===== src/rtl/otss_pkg.sv =====
// Package for the one-shot timer slot scheduler: codes, types and default sizes.
`timescale 1ns / 1ps
`default_nettype none
package otss_pkg;

   localparam int DEF_SLOTS     = 32;
   localparam int DEF_TIME_BITS = 48;
   localparam int DEF_ID_BITS   = 16;
   localparam int DEF_TAG_BITS  = 16;
   localparam int DELAY_BITS    = 31;
   localparam int OP_BITS       = 2;
   localparam int KIND_BITS     = 3;

   typedef enum logic [OP_BITS-1:0] {
      OP_TICK     = 2'd0,
      OP_SCHEDULE = 2'd1,
      OP_CANCEL   = 2'd2
   } op_type;

   typedef enum logic [KIND_BITS-1:0] {
      KIND_FIRED     = 3'd0,
      KIND_SCHEDULED = 3'd1,
      KIND_FULL      = 3'd2,
      KIND_CANCELLED = 3'd3,
      KIND_NOT_FOUND = 3'd4,
      KIND_TICK_DONE = 3'd5
   } kind_type;

   typedef enum logic [2:0] {
      ST_IDLE,
      ST_TICK,
      ST_TICK_DONE,
      ST_SCHED,
      ST_CANCEL
   } state_type;

   // Flags from the shared add/subtract unit.
   typedef struct packed {
      logic carry;
      logic zero;
   } alu_flags_type;

endpackage
`default_nettype wire


===== src/rtl/otss_alu.sv =====
// Shared adder/subtractor used for deadline sums, expiry compares and id matches.
`timescale 1ns / 1ps
`default_nettype none
module otss_alu #(
   parameter int WIDTH = otss_pkg::DEF_TIME_BITS
) (
   input  wire logic [WIDTH-1:0]        a,
   input  wire logic [WIDTH-1:0]        b,
   input  wire logic                    sub,
   output logic      [WIDTH-1:0]        sum,
   output otss_pkg::alu_flags_type      flags
);
   import otss_pkg::*;

   logic [WIDTH-1:0] b_eff;
   logic [WIDTH:0]   total;

   // With sub set, carry out high means a >= b, and a zero result means a == b.
   assign b_eff = sub ? ~b : b;
   assign total = {1'b0, a} + {1'b0, b_eff} + {{WIDTH{1'b0}}, sub};
   assign sum   = total[WIDTH-1:0];
   assign flags.carry = total[WIDTH];
   assign flags.zero  = (total[WIDTH-1:0] == '0);

endmodule
`default_nettype wire


===== src/rtl/otss_slot_mem.sv =====
// Slot memory holding deadline, tag and id per slot, one write and one registered read port.
`timescale 1ns / 1ps
`default_nettype none
module otss_slot_mem #(
   parameter int DEPTH      = otss_pkg::DEF_SLOTS,
   parameter int WORD_BITS  = otss_pkg::DEF_TIME_BITS + otss_pkg::DEF_TAG_BITS
                              + otss_pkg::DEF_ID_BITS,
   parameter int ADDR_BITS  = (DEPTH > 1) ? $clog2(DEPTH) : 1
) (
   input  wire logic                 clock,
   input  wire logic                 wr_en,
   input  wire logic [ADDR_BITS-1:0] wr_addr,
   input  wire logic [WORD_BITS-1:0] wr_data,
   input  wire logic [ADDR_BITS-1:0] rd_addr,
   output logic      [WORD_BITS-1:0] rd_data
);
   import otss_pkg::*;

   logic [WORD_BITS-1:0] mem_ff [DEPTH];
   logic [WORD_BITS-1:0] rd_data_ff;

   always_ff @(posedge clock) begin
      if (wr_en) begin
         mem_ff[wr_addr] <= wr_data;
      end
      rd_data_ff <= mem_ff[rd_addr];
   end

   assign rd_data = rd_data_ff;

endmodule
`default_nettype wire


===== src/rtl/otss_ctrl.sv =====
// Sequencer: slot scan, valid bits, id counter and result registers.
`timescale 1ns / 1ps
`default_nettype none
module otss_ctrl #(
   parameter int SLOTS     = otss_pkg::DEF_SLOTS,
   parameter int TIME_BITS = otss_pkg::DEF_TIME_BITS,
   parameter int ID_BITS   = otss_pkg::DEF_ID_BITS,
   parameter int TAG_BITS  = otss_pkg::DEF_TAG_BITS,
   parameter int IDX_BITS  = (SLOTS > 1) ? $clog2(SLOTS) : 1,
   parameter int WORD_BITS = TIME_BITS + TAG_BITS + ID_BITS
) (
   input  wire logic                            clock,
   input  wire logic                            reset,
   input  wire logic                            accept,
   input  wire logic [otss_pkg::OP_BITS-1:0]    op,
   input  wire logic [TIME_BITS-1:0]            now_ms,
   input  wire logic [otss_pkg::DELAY_BITS-1:0] delay_ms,
   input  wire logic [TAG_BITS-1:0]             event_tag,
   input  wire logic [ID_BITS-1:0]              cancel_id,
   output logic                                 busy,
   output logic                                 mem_we,
   output logic      [IDX_BITS-1:0]             mem_waddr,
   output logic      [WORD_BITS-1:0]            mem_wdata,
   output logic      [IDX_BITS-1:0]             mem_raddr,
   input  wire logic [WORD_BITS-1:0]            mem_rdata,
   output logic      [TIME_BITS-1:0]            alu_a,
   output logic      [TIME_BITS-1:0]            alu_b,
   output logic                                 alu_sub,
   input  wire logic [TIME_BITS-1:0]            alu_sum,
   input  wire otss_pkg::alu_flags_type         alu_flags,
   output logic                                 rsp_valid,
   output logic      [otss_pkg::KIND_BITS-1:0]  rsp_kind,
   output logic      [ID_BITS-1:0]              rsp_timer_id,
   output logic      [TAG_BITS-1:0]             rsp_fired_tag,
   output logic                                 rsp_last
);
   import otss_pkg::*;

   localparam logic [IDX_BITS-1:0] LAST_IDX = IDX_BITS'(SLOTS - 1);

   state_type           state_ff, state_in;
   logic [IDX_BITS-1:0] idx_ff, idx_in;
   logic [SLOTS-1:0]    active_ff, active_in;
   logic [SLOTS-1:0]    id_valid_ff, id_valid_in;
   logic [ID_BITS-1:0]  next_id_ff, next_id_in;
   logic                rsp_valid_ff, rsp_valid_in;
   kind_type            rsp_kind_ff, rsp_kind_in;
   logic [ID_BITS-1:0]  rsp_id_ff, rsp_id_in;
   logic [TAG_BITS-1:0] rsp_tag_ff, rsp_tag_in;
   logic                rsp_last_ff, rsp_last_in;

   logic [TIME_BITS-1:0] rd_deadline;
   logic [TAG_BITS-1:0]  rd_tag;
   logic [ID_BITS-1:0]   rd_id;
   logic [TIME_BITS-1:0] sat_sum;

   // Memory word layout: deadline, then tag, then id.
   assign rd_deadline = mem_rdata[WORD_BITS-1 -: TIME_BITS];
   assign rd_tag      = mem_rdata[ID_BITS +: TAG_BITS];
   assign rd_id       = mem_rdata[ID_BITS-1:0];
   assign sat_sum     = alu_flags.carry ? {TIME_BITS{1'b1}} : alu_sum;

   always_ff @(posedge clock) begin
      if (reset) begin
         state_ff     <= ST_IDLE;
         active_ff    <= '0;
         id_valid_ff  <= '0;
         next_id_ff   <= '0;
         rsp_valid_ff <= 1'b0;
      end else begin
         state_ff     <= state_in;
         active_ff    <= active_in;
         id_valid_ff  <= id_valid_in;
         next_id_ff   <= next_id_in;
         rsp_valid_ff <= rsp_valid_in;
      end
      idx_ff      <= idx_in;
      rsp_kind_ff <= rsp_kind_in;
      rsp_id_ff   <= rsp_id_in;
      rsp_tag_ff  <= rsp_tag_in;
      rsp_last_ff <= rsp_last_in;
   end

   // Operand selection for the shared unit.
   always_comb begin
      unique case (state_ff)
         ST_TICK: begin
            alu_a   = now_ms;
            alu_b   = rd_deadline;
            alu_sub = 1'b1;
         end
         ST_SCHED: begin
            alu_a   = now_ms;
            alu_b   = TIME_BITS'(delay_ms);
            alu_sub = 1'b0;
         end
         ST_CANCEL: begin
            alu_a   = TIME_BITS'(cancel_id);
            alu_b   = TIME_BITS'(rd_id);
            alu_sub = 1'b1;
         end
         default: begin
            alu_a   = '0;
            alu_b   = '0;
            alu_sub = 1'b0;
         end
      endcase
   end

   always_comb begin
      state_in     = state_ff;
      idx_in       = idx_ff;
      active_in    = active_ff;
      id_valid_in  = id_valid_ff;
      next_id_in   = next_id_ff;
      rsp_valid_in = 1'b0;
      rsp_kind_in  = KIND_TICK_DONE;
      rsp_id_in    = '0;
      rsp_tag_in   = '0;
      rsp_last_in  = 1'b0;
      mem_we       = 1'b0;

      unique case (state_ff)
         ST_IDLE: begin
            if (accept) begin
               idx_in = '0;
               unique case (op)
                  OP_TICK:     state_in = ST_TICK;
                  OP_SCHEDULE: state_in = ST_SCHED;
                  OP_CANCEL:   state_in = ST_CANCEL;
                  default:     state_in = ST_IDLE;
               endcase
            end
         end
         ST_TICK: begin
            // Carry out of now - deadline means the deadline has passed.
            if (active_ff[idx_ff] && alu_flags.carry) begin
               active_in[idx_ff] = 1'b0;
               if (rd_tag != '0) begin
                  rsp_valid_in = 1'b1;
                  rsp_kind_in  = KIND_FIRED;
                  rsp_tag_in   = rd_tag;
               end
            end
            if (idx_ff == LAST_IDX) begin
               state_in = ST_TICK_DONE;
            end else begin
               idx_in = idx_ff + 1'b1;
            end
         end
         ST_TICK_DONE: begin
            rsp_valid_in = 1'b1;
            rsp_kind_in  = KIND_TICK_DONE;
            rsp_last_in  = 1'b1;
            state_in     = ST_IDLE;
         end
         ST_SCHED: begin
            if (!active_ff[idx_ff]) begin
               mem_we               = 1'b1;
               active_in[idx_ff]    = 1'b1;
               id_valid_in[idx_ff]  = 1'b1;
               rsp_valid_in         = 1'b1;
               rsp_kind_in          = KIND_SCHEDULED;
               rsp_id_in            = next_id_ff;
               rsp_last_in          = 1'b1;
               next_id_in           = next_id_ff + 1'b1;
               state_in             = ST_IDLE;
            end else if (idx_ff == LAST_IDX) begin
               rsp_valid_in = 1'b1;
               rsp_kind_in  = KIND_FULL;
               rsp_last_in  = 1'b1;
               state_in     = ST_IDLE;
            end else begin
               idx_in = idx_ff + 1'b1;
            end
         end
         ST_CANCEL: begin
            if (id_valid_ff[idx_ff] && alu_flags.zero) begin
               active_in[idx_ff]   = 1'b0;
               id_valid_in[idx_ff] = 1'b0;
               rsp_valid_in        = 1'b1;
               rsp_kind_in         = KIND_CANCELLED;
               rsp_last_in         = 1'b1;
               state_in            = ST_IDLE;
            end else if (idx_ff == LAST_IDX) begin
               rsp_valid_in = 1'b1;
               rsp_kind_in  = KIND_NOT_FOUND;
               rsp_last_in  = 1'b1;
               state_in     = ST_IDLE;
            end else begin
               idx_in = idx_ff + 1'b1;
            end
         end
         default: begin
            state_in = ST_IDLE;
         end
      endcase
   end

   // The read address runs one step ahead so the registered data matches idx_ff.
   assign mem_raddr = idx_in;
   assign mem_waddr = idx_ff;
   assign mem_wdata = {sat_sum, event_tag, next_id_ff};
   assign busy      = (state_ff != ST_IDLE);

   assign rsp_valid     = rsp_valid_ff;
   assign rsp_kind      = rsp_kind_ff;
   assign rsp_timer_id  = rsp_id_ff;
   assign rsp_fired_tag = rsp_tag_ff;
   assign rsp_last      = rsp_last_ff;

   // A pending timer always owns a live id.
   a_active_has_id: assert property (@(posedge clock) disable iff (reset)
      (active_ff & ~id_valid_ff) == '0)
      else $error("active slot without a live id");

   a_tick_done_result: assert property (@(posedge clock) disable iff (reset)
      state_ff == ST_TICK_DONE |=> rsp_valid_ff && rsp_last_ff
                                   && rsp_kind_ff == KIND_TICK_DONE)
      else $error("tick scan did not end with a tick-done result");

   a_fired_shape: assert property (@(posedge clock) disable iff (reset)
      rsp_valid_ff && rsp_kind_ff == KIND_FIRED |->
         !rsp_last_ff && rsp_id_ff == '0 && rsp_tag_ff != '0)
      else $error("fired result with bad fields");

   a_write_free_slot: assert property (@(posedge clock) disable iff (reset)
      mem_we |-> state_ff == ST_SCHED && !active_ff[idx_ff])
      else $error("slot memory written outside a schedule of a free slot");

endmodule
`default_nettype wire


===== src/rtl/one_shot_timer_slot_scheduler.sv =====
// Top level of the one-shot timer slot scheduler: request capture and unit wiring.
//
//   channel   ports                                      handshake
//   request   req_op req_now_ms req_delay_ms             start high, busy low
//             req_event_tag req_cancel_id
//   result    rsp_kind rsp_timer_id rsp_fired_tag        rsp_valid, one cycle each
//             rsp_last
//
// One item is worked at a time while busy is high. The scan visits one slot per cycle
// through the slot memory read port and the shared adder. A tick visits every slot, a
// schedule or cancel stops at a free or matching slot, op 3 gives no result. Each result
// is registered, valid in the cycle after the scan step that makes it; the receiver cannot
// stall. Reset clears the state, the active and id-valid bits and the id counter at once.
`timescale 1ns / 1ps
`default_nettype none
module one_shot_timer_slot_scheduler #(
   parameter int SLOTS     = otss_pkg::DEF_SLOTS,
   parameter int TIME_BITS = otss_pkg::DEF_TIME_BITS,
   parameter int ID_BITS   = otss_pkg::DEF_ID_BITS,
   parameter int TAG_BITS  = otss_pkg::DEF_TAG_BITS
) (
   input  wire logic                            clock,
   input  wire logic                            reset,
   input  wire logic                            start,
   output logic                                 busy,
   input  wire logic [otss_pkg::OP_BITS-1:0]    req_op,
   input  wire logic [TIME_BITS-1:0]            req_now_ms,
   input  wire logic [otss_pkg::DELAY_BITS-1:0] req_delay_ms,
   input  wire logic [TAG_BITS-1:0]             req_event_tag,
   input  wire logic [ID_BITS-1:0]              req_cancel_id,
   output logic                                 rsp_valid,
   output logic      [otss_pkg::KIND_BITS-1:0]  rsp_kind,
   output logic      [ID_BITS-1:0]              rsp_timer_id,
   output logic      [TAG_BITS-1:0]             rsp_fired_tag,
   output logic                                 rsp_last
);
   import otss_pkg::*;

   localparam int IDX_BITS  = (SLOTS > 1) ? $clog2(SLOTS) : 1;
   localparam int WORD_BITS = TIME_BITS + TAG_BITS + ID_BITS;

   logic                  accept;
   logic [TIME_BITS-1:0]  now_ff;
   logic [DELAY_BITS-1:0] delay_ff;
   logic [TAG_BITS-1:0]   tag_ff;
   logic [ID_BITS-1:0]    cid_ff;

   logic                 mem_we;
   logic [IDX_BITS-1:0]  mem_waddr, mem_raddr;
   logic [WORD_BITS-1:0] mem_wdata, mem_rdata;
   logic [TIME_BITS-1:0] alu_a, alu_b, alu_sum;
   logic                 alu_sub;
   alu_flags_type        alu_flags;

   assign accept = start && !busy;

   // The request fields are held for the whole scan.
   always_ff @(posedge clock) begin
      if (accept) begin
         now_ff   <= req_now_ms;
         delay_ff <= req_delay_ms;
         tag_ff   <= req_event_tag;
         cid_ff   <= req_cancel_id;
      end
   end

   otss_slot_mem #(
      .DEPTH     (SLOTS),
      .WORD_BITS (WORD_BITS),
      .ADDR_BITS (IDX_BITS)
   ) u_mem (
      .clock   (clock),
      .wr_en   (mem_we),
      .wr_addr (mem_waddr),
      .wr_data (mem_wdata),
      .rd_addr (mem_raddr),
      .rd_data (mem_rdata)
   );

   otss_alu #(
      .WIDTH (TIME_BITS)
   ) u_alu (
      .a     (alu_a),
      .b     (alu_b),
      .sub   (alu_sub),
      .sum   (alu_sum),
      .flags (alu_flags)
   );

   otss_ctrl #(
      .SLOTS     (SLOTS),
      .TIME_BITS (TIME_BITS),
      .ID_BITS   (ID_BITS),
      .TAG_BITS  (TAG_BITS),
      .IDX_BITS  (IDX_BITS),
      .WORD_BITS (WORD_BITS)
   ) u_ctrl (
      .clock         (clock),
      .reset         (reset),
      .accept        (accept),
      .op            (req_op),
      .now_ms        (now_ff),
      .delay_ms      (delay_ff),
      .event_tag     (tag_ff),
      .cancel_id     (cid_ff),
      .busy          (busy),
      .mem_we        (mem_we),
      .mem_waddr     (mem_waddr),
      .mem_wdata     (mem_wdata),
      .mem_raddr     (mem_raddr),
      .mem_rdata     (mem_rdata),
      .alu_a         (alu_a),
      .alu_b         (alu_b),
      .alu_sub       (alu_sub),
      .alu_sum       (alu_sum),
      .alu_flags     (alu_flags),
      .rsp_valid     (rsp_valid),
      .rsp_kind      (rsp_kind),
      .rsp_timer_id  (rsp_timer_id),
      .rsp_fired_tag (rsp_fired_tag),
      .rsp_last      (rsp_last)
   );

endmodule
`default_nettype wire


===== config.mk =====
export PLATFORM = sky130hd
export DESIGN_NAME = one_shot_timer_slot_scheduler
export DESIGN_NICKNAME = d
export VERILOG_FILES = /design/src/rtl/otss_pkg.sv /design/src/rtl/otss_alu.sv /design/src/rtl/otss_slot_mem.sv /design/src/rtl/otss_ctrl.sv /design/src/rtl/one_shot_timer_slot_scheduler.sv
export SDC_FILE = /design/constraint.sdc
export NUM_CORES = 2
export LEC_CHECK = 0
export BUFFER_PORTS_ARGS = -buffer_cell sky130_fd_sc_hd__buf_2
export CAP_MARGIN = 10
export CORE_UTILIZATION = 40
export DETAILED_ROUTE_END_ITERATION = 7
export GPL_ROUTABILITY_DRIVEN = 0
export PLACE_DENSITY = 0.51
export SKIP_CTS_REPAIR_TIMING = 1
export SYNTH_ARGS = -nofsm -noshare
export SYNTH_HDL_FRONTEND = slang
export SYNTH_HIERARCHICAL = 1
export SYNTH_SLANG_ARGS = --single-unit

===== constraint.sdc =====
create_clock -name clock -period 10.25 [get_ports clock]
set_clock_uncertainty 0.15 [all_clocks]
set_input_delay 2.05 -clock clock [delete_from_list [all_inputs] [get_ports clock]]
set_output_delay 2.05 -clock clock [all_outputs]
set_load 0.005 [all_outputs]

# --- Word level (Yosys, flattened, before mapping) ---
# Memory sizes are Yosys's and may differ from the RTL's. A register that Yosys moved wholly into a read port is not among the register bits.
# Index checks and enable logic that the tools add are counted.
op_classes:
  reduce_logical: 20
  n_mux: 48
  bitwise: 8
  add_sub_neg: 4
  n_lt_le_gt_ge: 2
  eq_ne: 12
op_table:
  columns: ["operator", "count"]
  rows:
  - ["2-to-1 mux 32 bit", 5]
  - ["one-hot mux 48 bit (3 select lines)", 1]
  - ["2-to-1 mux 48 bit", 2]
  - ["one-hot mux 32 bit (3 select lines)", 1]
  - ["one-hot mux 48 bit (2 select lines)", 1]
  - ["bitwise AND 32 bit", 2]
  - ["bitwise OR 32 bit", 2]
  - ["one-hot mux 32 bit (2 select lines)", 1]
  - ["adder 48 x 48 -> 49 bit", 1]
  - ["adder 49 x 1 -> 49 bit", 1]
  - ["logical NOT 48 bit", 1]
  - ["NOT 48 bit", 1]
  - ["NOT 32 bit", 1]
  - ["2-to-1 mux 3 bit", 10]
  - ["2-to-1 mux 5 bit", 4]
  - ["one-hot mux 5 bit (4 select lines)", 1]
  - ["one-hot mux 3 bit (3 select lines)", 2]
  - ["adder 16 x 1 -> 16 bit (second input constant)", 1]
  - ["nonzero test 16 bit", 1]
  - ["2-to-1 mux 1 bit", 14]
  - ["one-hot mux 3 bit (4 select lines)", 1]
  - ["binary-select mux 1 bit (select 5 bit)", 2]
  - ["== test 3 x 2 -> 1 bit (second input constant)", 2]
  - ["< comparator 5 x 6 -> 1 bit (second input constant)", 1]
  - ["23 further kinds", 35]
word_totals:
  regBits: 236
  word_cells: 109
  out_inout_bits: 38
  n_memories: 1
  ram_bits: 2560
  in_bits: 116
memory_table:
  columns: ["memory", "depth", "word_bits", "read_ports", "rd_ports_with_merged_regs", "wr", "line_no", "text"]
  rows:
  - ["u_mem.mem_ff", 32, 80, 1, 1, 1, "otss_slot_mem.sv:19", "logic [WORD_BITS-1:0] mem_ff [DEPTH];"]

# --- Depth between registers and ports, before layout ---
logic_depth:
  word_depth: 10
  depth_mapped: 36
  depth_no_buf: 27

# --- Hierarchy ---
# The synthesis kept the hierarchy.
modules_own_cells:
  columns: ["mod", "area_per_inst_um2", "seq_area_each_um2", "cells_each", "n_inst"]
  rows:
  - ["otss_slot_mem", 98903.6, 78475.3, 4683, 1]
  - ["otss_ctrl", 7079.3, 2502.4, 861, 1]
  - ["otss_alu", 3512.1, 0.0, 503, 1]
  - ["one_shot_timer_slot_scheduler", 3347.0, 3333.2, 112, 1]

# --- Worst setup path after synthesis ---
# No wires, ideal clock.
synth_path:
  path_kind: "register to register"
  start: "reg u_ctrl.state_ff[0]"
  end: "reg u_mem.rd_data_ff[38], in the netlist u_mem/rd_data[38], read port of u_mem.mem_ff"
  n_path_buf: 10
  stages_incl_launch_ff: 35
  period_less_slack_ns: 7.677
  setup_ns: 0.124
  required_time_ns: 9.976
  arrival_ns: 7.402
  slack_ns: 2.573
  path_cell_list: "dfxtp_1 -> clkbuf_1 -> nor2b_1 -> nand2_1 -> nand2_1 -> clkbuf_1 -> buf_1 -> xor2_1 -> ha_1 -> buf_6 -> and3_1 -> a221oi_2 -> nand2_2 -> a31oi_4 -> xnor2_1 -> or4b_1 -> or4_1 -> nor4b_2 -> and4_1 -> nand4_1 -> nor4b_2 -> o311ai_0 -> a31oi_1 -> buf_2 -> nor2_1 -> buf_2 -> nand3_1 -> o22a_1 -> buf_4 -> buf_4 -> buf_2 -> buf_1 -> mux4_2 -> a22oi_1 -> nand3_1"
synth_rtl:
  columns: ["element", "line_no", "text"]
  rows:
  - ["from (decl)", "otss_ctrl.sv:41", "state_type state_ff, state_in;"]
  - ["from (signal assigned)", "otss_ctrl.sv:71", "state_ff <= state_in;"]
  - ["to (decl)", "otss_slot_mem.sv:20", "logic [WORD_BITS-1:0] rd_data_ff;"]

==> reports/results.tsv <==
metric	value	unit
grt_pass1_wl	491900	um
cp_data_required_time	10.85	ns
final-setup-viol-count	0	
yosysMostFrequentCell	edfxtp_1	
yosys.area.top_type	edfxtp_1	
core_area	0.2799	sq mm
slowest_delay	0.78	ns
synth_common_cells	2671 x edfxtp_1, 709 x mux2i_1, 425 x a22oi_1, 322 x mux4_2, 205 x dfxtp_1	
clkTransAtPathRegs	0.06	ns
dieArea	0.2842	sq mm
antenna_found_initial	21	
total_power	30390	uW
final_cells	10493	
synth_top_family_by_area	multiplexers	
design_area	0.1298	sq mm
ys_seq_area_frac	0.7472	
fmax	98.68	MHz
synth_edf_count	2671	
critPathMaxFanout	70	
yosys_warnings	6	
clock-sinks	2876	
syn_nets	6331	
regToRegStartpoint	u_ctrl/state_ff[2]	
status	complete, no violations	
dp_cells	9886	
cp_num_buf_inv	4	
initial_utilization	0.4032	
hpwl	195500	um
arrival	10.73	ns
yosys-top-cells-area	edfxtp_1 71%, mux4_2 6.4%, mux2i_1 6.3%	
ios	154	
detailed_place.area	0.1193	sq mm
clock_path_buffers	4	
drv_cap	0	
synth.top_cell.area_share	0.7108	
syn_inst	6159	
io_buffer_count	153	
synth_area	0.1128	sq mm
wl_per_cell	34.17	um
synth_xor_area_frac	0.008227	
grt_use_total	0.2476	
ctsRootBufferMaster	clkbuf_16	
criticalPathCategory	reg2reg	
fin_tns_setup	0	ns
wirelength	358600	um
final-hold-violation-count	0	
viasPerCell	5.953	
vias	62462	
min_period	10.13	ns
die_h	533.1	um
async_reset_ff_frac	0	
numCtsBuffers	316	
drive_above_1_share	0.1969	
die_w	533.1	um
grt_overflow	0	
endpoint_kind	register	
drt_iter0_markers	7856	
slew_viol_final	0	
htreeDepth	5	
grt_pass1_vias	60571	
critical_path.startpoint	u_ctrl/state_ff[2]	
drc_errors	0	
antenna_left	0	
holdWs	0.3095	ns
clkLatencyLatePin	0.90	ns
ys_seq_elements	2876	
rsz0062_at_grt	no	
powerDensity	234.1	mW/mm^2
leakage	0.04135	uW
synth_compound_gate_area_share	0.05404	
synthMuxAreaShare	0.1274	
cts_tree	built	
num_rows	194	
cp_top_family	simple AND/OR/NAND/NOR gates	
dr.pass1.iters	6	
syn_avg_cell_area	18.32	sq um
fin_crit_sh	0.9887	
worst_pin_slew	1.334	ns
crit_slowest_cell	dfxtp_1	
synth_flop_cell	edfxtp_1	
vdd_drop_max	0.1332	mV
synth_fa_ha_area_frac	0.006276	
area_growth	15.02	%
grt_max_degree	71	
ys_types	92	
final_nets	6665	
critPathLaunchType	register	
hp-class	reg2reg	
slew_headroom	0.1084	
synth-simple-area-share	0.03880	
worst register-to-register path, delay by kind of cell (launching register included):
family                     cells  cell delay, ns
and+or+nand+nor               13            4.28
adders and majority gates      1            0.31
xor gates and xnor gates       2            0.44
DFF                            1            0.78
AOI/OAI and AO/OA              8            2.31
muxes                          1            0.42
buffers and inverters          4            1.29
power breakdown:
part | total (uW) | internal (uW) | leakage, uW | switching [uW]
sequential | 14300 | 13900 | 0.0261 | 361
combinational | 4860 | 1700 | 0.0103 | 3160
clock | 11200 | 6540 | 0.00499 | 4710
total | 30400 | 22200 | 0.0413 | 8230
kinds of logic after synthesis:
kind of cell	count (synthesis)
buf+inv	419
compound gates	834
flops	2876
simple gates	835
xor+xnor	106
fa+ha+maj	56
mux	1033
layout make-up:
type | instances | area, sq um
clock inverter | 149 | 1511
inverter | 36 | 135.1
tap | 3724 | 4659
multi-input combinational | 2866 | 26980
timing repair buffer | 397 | 3422
sequential | 2876 | 84320
clock buffer | 432 | 8730
fill | 23718 | 150100
antenna | 13 | 32.53
per-layer routing:
layer / routed length [um] / track usage
met2: 172100 / 0.4036
met1: 151300 / 0.3492
met5: 34 / 0
met3: 26510 / 0.03500
met4: 8659 / 0.06333
layout by cell type, fill, tap and decap left out, types with 84 or more instances in the layout:
cell / count
edfxtp_1: 2671
mux2i_1: 709
a22oi_1: 425
clkbuf_16: 324
mux4_2: 322
dfxtp_1: 202
nand3_1: 190
buf_4: 178
buf_2: 153
nand2_1: 134
nor2_1: 91
nand4_1: 89
clkbuf_1: 84
through the flow:
stage               utilization  setup WS (ns)
floorplan                     -          2.573
global placement         0.4261        -0.1619
detailed placement       0.4262        -0.1373
CTS                      0.4628        -0.1729
global route             0.4637        0.01035
finish                   0.4638         0.1161
registers in the layout, summed over array words and instances, names as in the netlist, 3 cells and up, named ones only:
register and flops:
cid_ff 16, delay_ff 31, now_ff 48, tag_ff 16, u_ctrl/mem_waddr 5, u_ctrl/next_id_ff 16, u_ctrl/rsp_fired_tag 16, u_ctrl/rsp_kind 3
u_ctrl/rsp_timer_id 16, u_ctrl/state_ff 3, u_mem/mem_ff 2560, u_mem/rd_data 80
final timing paths:
kind | end | slack [ns] | cells past startpoint
setup / recovery | u_mem/rd_data[47] | 0.12 | 29
hold / removal | register | 0.31 | 2
setup reg to reg | u_mem/rd_data[47] | 0.12 | 29
hold reg to reg | register | 0.31 | 2
Note: power is estimated with default switching activity, not from simulation.
